### src/rtl/mtep_ram.sv
// generic ram with one write port and one read port, registered read
// no dependencies
`timescale 1ns / 1ps
module mtep_ram #(
  parameter int Width = 8,
  parameter int Depth = 16
) (
  input  logic                     clk_i,
  input  logic                     we_i,
  input  logic [$clog2(Depth)-1:0] waddr_i,
  input  logic [Width-1:0]         wdata_i,
  input  logic [$clog2(Depth)-1:0] raddr_i,
  output logic [Width-1:0]         rdata_o
);
  logic [Width-1:0] mem_q [Depth];
  always_ff @(posedge clk_i) begin
    if (we_i) mem_q[waddr_i] <= wdata_i;
    rdata_o <= mem_q[raddr_i];
  end
endmodule

### config.mk
export PLATFORM = sky130hd
export DESIGN_NAME = mtep_ram
export DESIGN_NICKNAME = d
export VERILOG_FILES = /design/src/rtl/mtep_ram.sv
export SDC_FILE = /design/constraint.sdc
export NUM_CORES = 1
export LEC_CHECK = 0
export ABC_AREA = 1
export BUFFER_PORTS_ARGS = -buffer_cell sky130_fd_sc_hd__buf_4
export CORE_MARGIN = 8
export CORE_UTILIZATION = 30
export DETAILED_ROUTE_END_ITERATION = 7
export GPL_ROUTABILITY_DRIVEN = 1
export PLACE_DENSITY = 0.47
export SLEW_MARGIN = 25
export SYNTH_ARGS = -nofsm -noshare
export SYNTH_HDL_FRONTEND = slang
export SYNTH_SLANG_ARGS = --single-unit
export TNS_END_PERCENT = 20
### constraint.sdc
create_clock -name clk_i -period 3.3 [get_ports clk_i]
set_clock_uncertainty 0.15 [all_clocks]
set_input_delay 0.165 -clock clk_i [delete_from_list [all_inputs] [get_ports clk_i]]
set_output_delay 0.165 -clock clk_i [all_outputs]
set_load 0.005 [all_outputs]
==> impl_metrics.csv <==
group,metric,value,unit
global_routing,grtUsageTotal,12.5,%
die,core,0.0188,sq mm
clock_network,holdBufCountCts,9,
sta,fin_worst_hold_slack,0.0699,ns
clock_network,cts_root_buf,"clkbuf_16",
critical_path,r2r_setup_slack,2.06,ns
drt,drc,0,
drt,drt_pre_antenna_iters,5,
finish,fin_util,35.8,%
synthesis,ys_warn_count,0,
critical_path,cp.arrival,1.34,ns
finish,finalNetCount,599,
sta,setup_violations,0,
global_routing,first_global_vias,3668,
drt,num_vias,3740,
critical_path,critical_path.endpoint_type,"flop",
synthesis,yosys-top-cells-area,"edfxtp_1 (67%), nand2_1 (11%), nand3_1 (8.4%)",
finish,fillers,1900,
drt,wl,14400,microns
sta,rsz0062_at_grt,"no",
die,start_util,30.7,%
sta,fin_setup_tns,0,ns
die,rows,50,
clock_network,cts_tree,"built",
die,ioPinCount,26,
drt,wl_per_cell,17.4,microns
synthesis,avgSynthCellArea,10.5,sq um
synthesis,syn_nets,569,
finish,drive_above_1_share,8.92,%
sta,max_freq,689,MHz
clock_network,cts-resized-gates,0,
clock_network,cts_buffer_depth,2,
synthesis,yosys_register_bits,136,
synthesis,synth.distinct_cells,12,
global_routing,grt.overflow.total,0,
outcome,outcome,"finished, final reports clean",
clock_network,clock_latency,0.41,ns
finish,diodes,0,
die,floorplan.die_area,0.0239,sq mm
critical_path,critPathRequiredTime,3.19,ns
critical_path,path_max_fanout,8,
placement,place_ws,1.33,ns
critical_path,crit-reg2reg-launch,"mem_q[1][2]",
power,pwr-share-comb,6.3,%
die,die_height,155,microns
min_path,hold_class,"input port to flop",
critical_path,path_buf_inv,1,
sta,hold_violations,0,
power,switching_share,21.5,%
global_routing,antenna_found_initial,0,
critical_path,critical-path-top-delay-family,"simple AND/OR/NAND/NOR gates",
clock_network,cts_buffers,17,
drt,ant_nets,0,
finish,area_growth,16.6,%
clock_network,htree_num_levels,4,
critical_path,startpoint,"waddr_i[2]",
critical_path,cp-start-kind,"input port",
sta,fin_crit_sh,44.0,%
synthesis,netlist.area_leader.share,66.7,%
synthesis,synth_cells,551,
sta,relSlewSlack,38.7,%
synthesis,syn-cell-area,0.00577,sq mm
synthesis,yosysSeqAreaShare,69.4,%
power,leakagePower,2.85,nW
placement,dpl.hpwl,8630,microns
clock_network,cts_sinks,136,
critical_path,crit_chain,"buf_4, nand3b_1, nor2_1",
drt,via_per_inst,4.52,
critical_path,crit_slowest_cell,"nor2_1",
synthesis,synth_top_area_cell,"edfxtp_1",
power,power.internal,3.09,mW
critical_path,path_class,"input port to flop",
power,power_switching,0.848,mW
min_path,worstHoldStart,"raddr_i[2]",
sta,setup_ws,1.85,ns
power,vdd_ir_drop_max,0.000365,V
critical_path,max_stage_delay,0.76,ns
drt,drtIter0Drc,271,
sta,slew_viol_final,0,
sta,final.min_clock_period,1.45,ns
die,die_w,155,microns
power,p_clk_share,44.2,%
clock_network,clkTransAtPathRegs,0.06,ns
power,p_per_area,585,mW/mm^2
placement,numPortBuffers,25,
flow_run,max_cap_viol_count,0,
sta,tightest_slew,0.916,ns
power,pwr-share-seq,49.5,%
global_routing,grt_pass1_wl,22000,microns
placement,gp_congestion,0.789,
global_routing,grt_start_max_net_pins,65,
clock_network,postCtsSetupBuffers,0,
[path summary, 6_finish.rpt]
| check | cells past startpoint | endpoint |
|---|---|---|
| max | 3 | mem_q[9][6] |
| min | 4 | rdata_o[2] |
| max reg2reg | 6 | rdata_o[2] |
| min reg2reg | 6 | rdata_o[1] |
[worst min-delay path, stage by stage]
cell and delay, ns:
buf_4 0.20, nand3_1 0.12, nand3_1 0.06, nand2_1 0.06
[Yosys cell counts]
| cell type | n |
|---|---|
| nor2_1 | 17 |
| nand2_1 | 173 |
| edfxtp_1 | 128 |
| nand3_1 | 97 |
| inv_1 | 100 |
| nand3b_1 | 2 |
| dfxtp_1 | 8 |
| buf_2 | 13 |
| buf_6 | 6 |
| inv_2 | 2 |
| buf_1 | 1 |
| buf_4 | 4 |
[logic make-up (layout without fill, tap and decap cells)]
logic type    after synthesis  in the layout  share of synthesized area, %
flops                     136            136                          69.4
buf+inv                   126            169                          9.52
simple gates              289            289                          21.0
[layout by cell type (no fill, tap or decap)]
cell type	instances
nand2_1	173
buf_4	26
clkbuf_1	6
edfxtp_1	128
dfxtp_1	8
inv_4	1
dlygate4sd3_1	9
clkinv_1	1
clkinv_2	2
nand3_1	97
nor2_1	17
nand3b_1	2
inv_2	1
clkbuf_8	6
inv_1	100
clkbuf_16	17
[flip-flops by register name, indices dropped and copies added, names as in the netlist]
signal	cells
mem_q	128
rdata_o	8
[per-layer routing]
metal  up-vias  global-route usage (%)  share of wire [%]
met1      1802                    16.6                 47
li1       1830                       -                  -
met2        85                    19.3                 46
met4         0                    5.60                2.3
met3        23                    2.54                4.2
met5         -                       0                  0
[cell type report]
cell class / instances / area [sq um] / share of cell area, %
Clock inverter: 3 / 13.8 / 0.205
Tap cell: 234 / 293 / 4.35
Multi-Input combinational cell: 289 / 1210 / 18.0
Sequential cell: 136 / 4000 / 59.5
Clock buffer: 29 / 531 / 7.89
Timing Repair Buffer: 35 / 285 / 4.24
Inverter: 102 / 385 / 5.73
[power groups by stage]
| stage | Clock (mW) | Combinational (mW) | Sequential, mW |
|---|---|---|---|
| floorplan | 0 | 0.136 | 1.98 |
| global placement | 0 | 0.244 | 1.98 |
| detailed placement | 0 | 0.246 | 1.98 |
| CTS | 1.77 | 0.255 | 1.95 |
| global route | 1.84 | 0.279 | 1.95 |
| finish | 1.74 | 0.250 | 1.95 |
[per-stage QoR]
step,power [mW],instance area (sq um),cells
floorplan,2.11,5770,551
global placement,2.23,6090,787
detailed placement,2.23,6090,787
CTS,3.97,6730,828
global route,4.07,6730,828
finish,3.94,6730,828
Power figures use the tool's default switching activity.
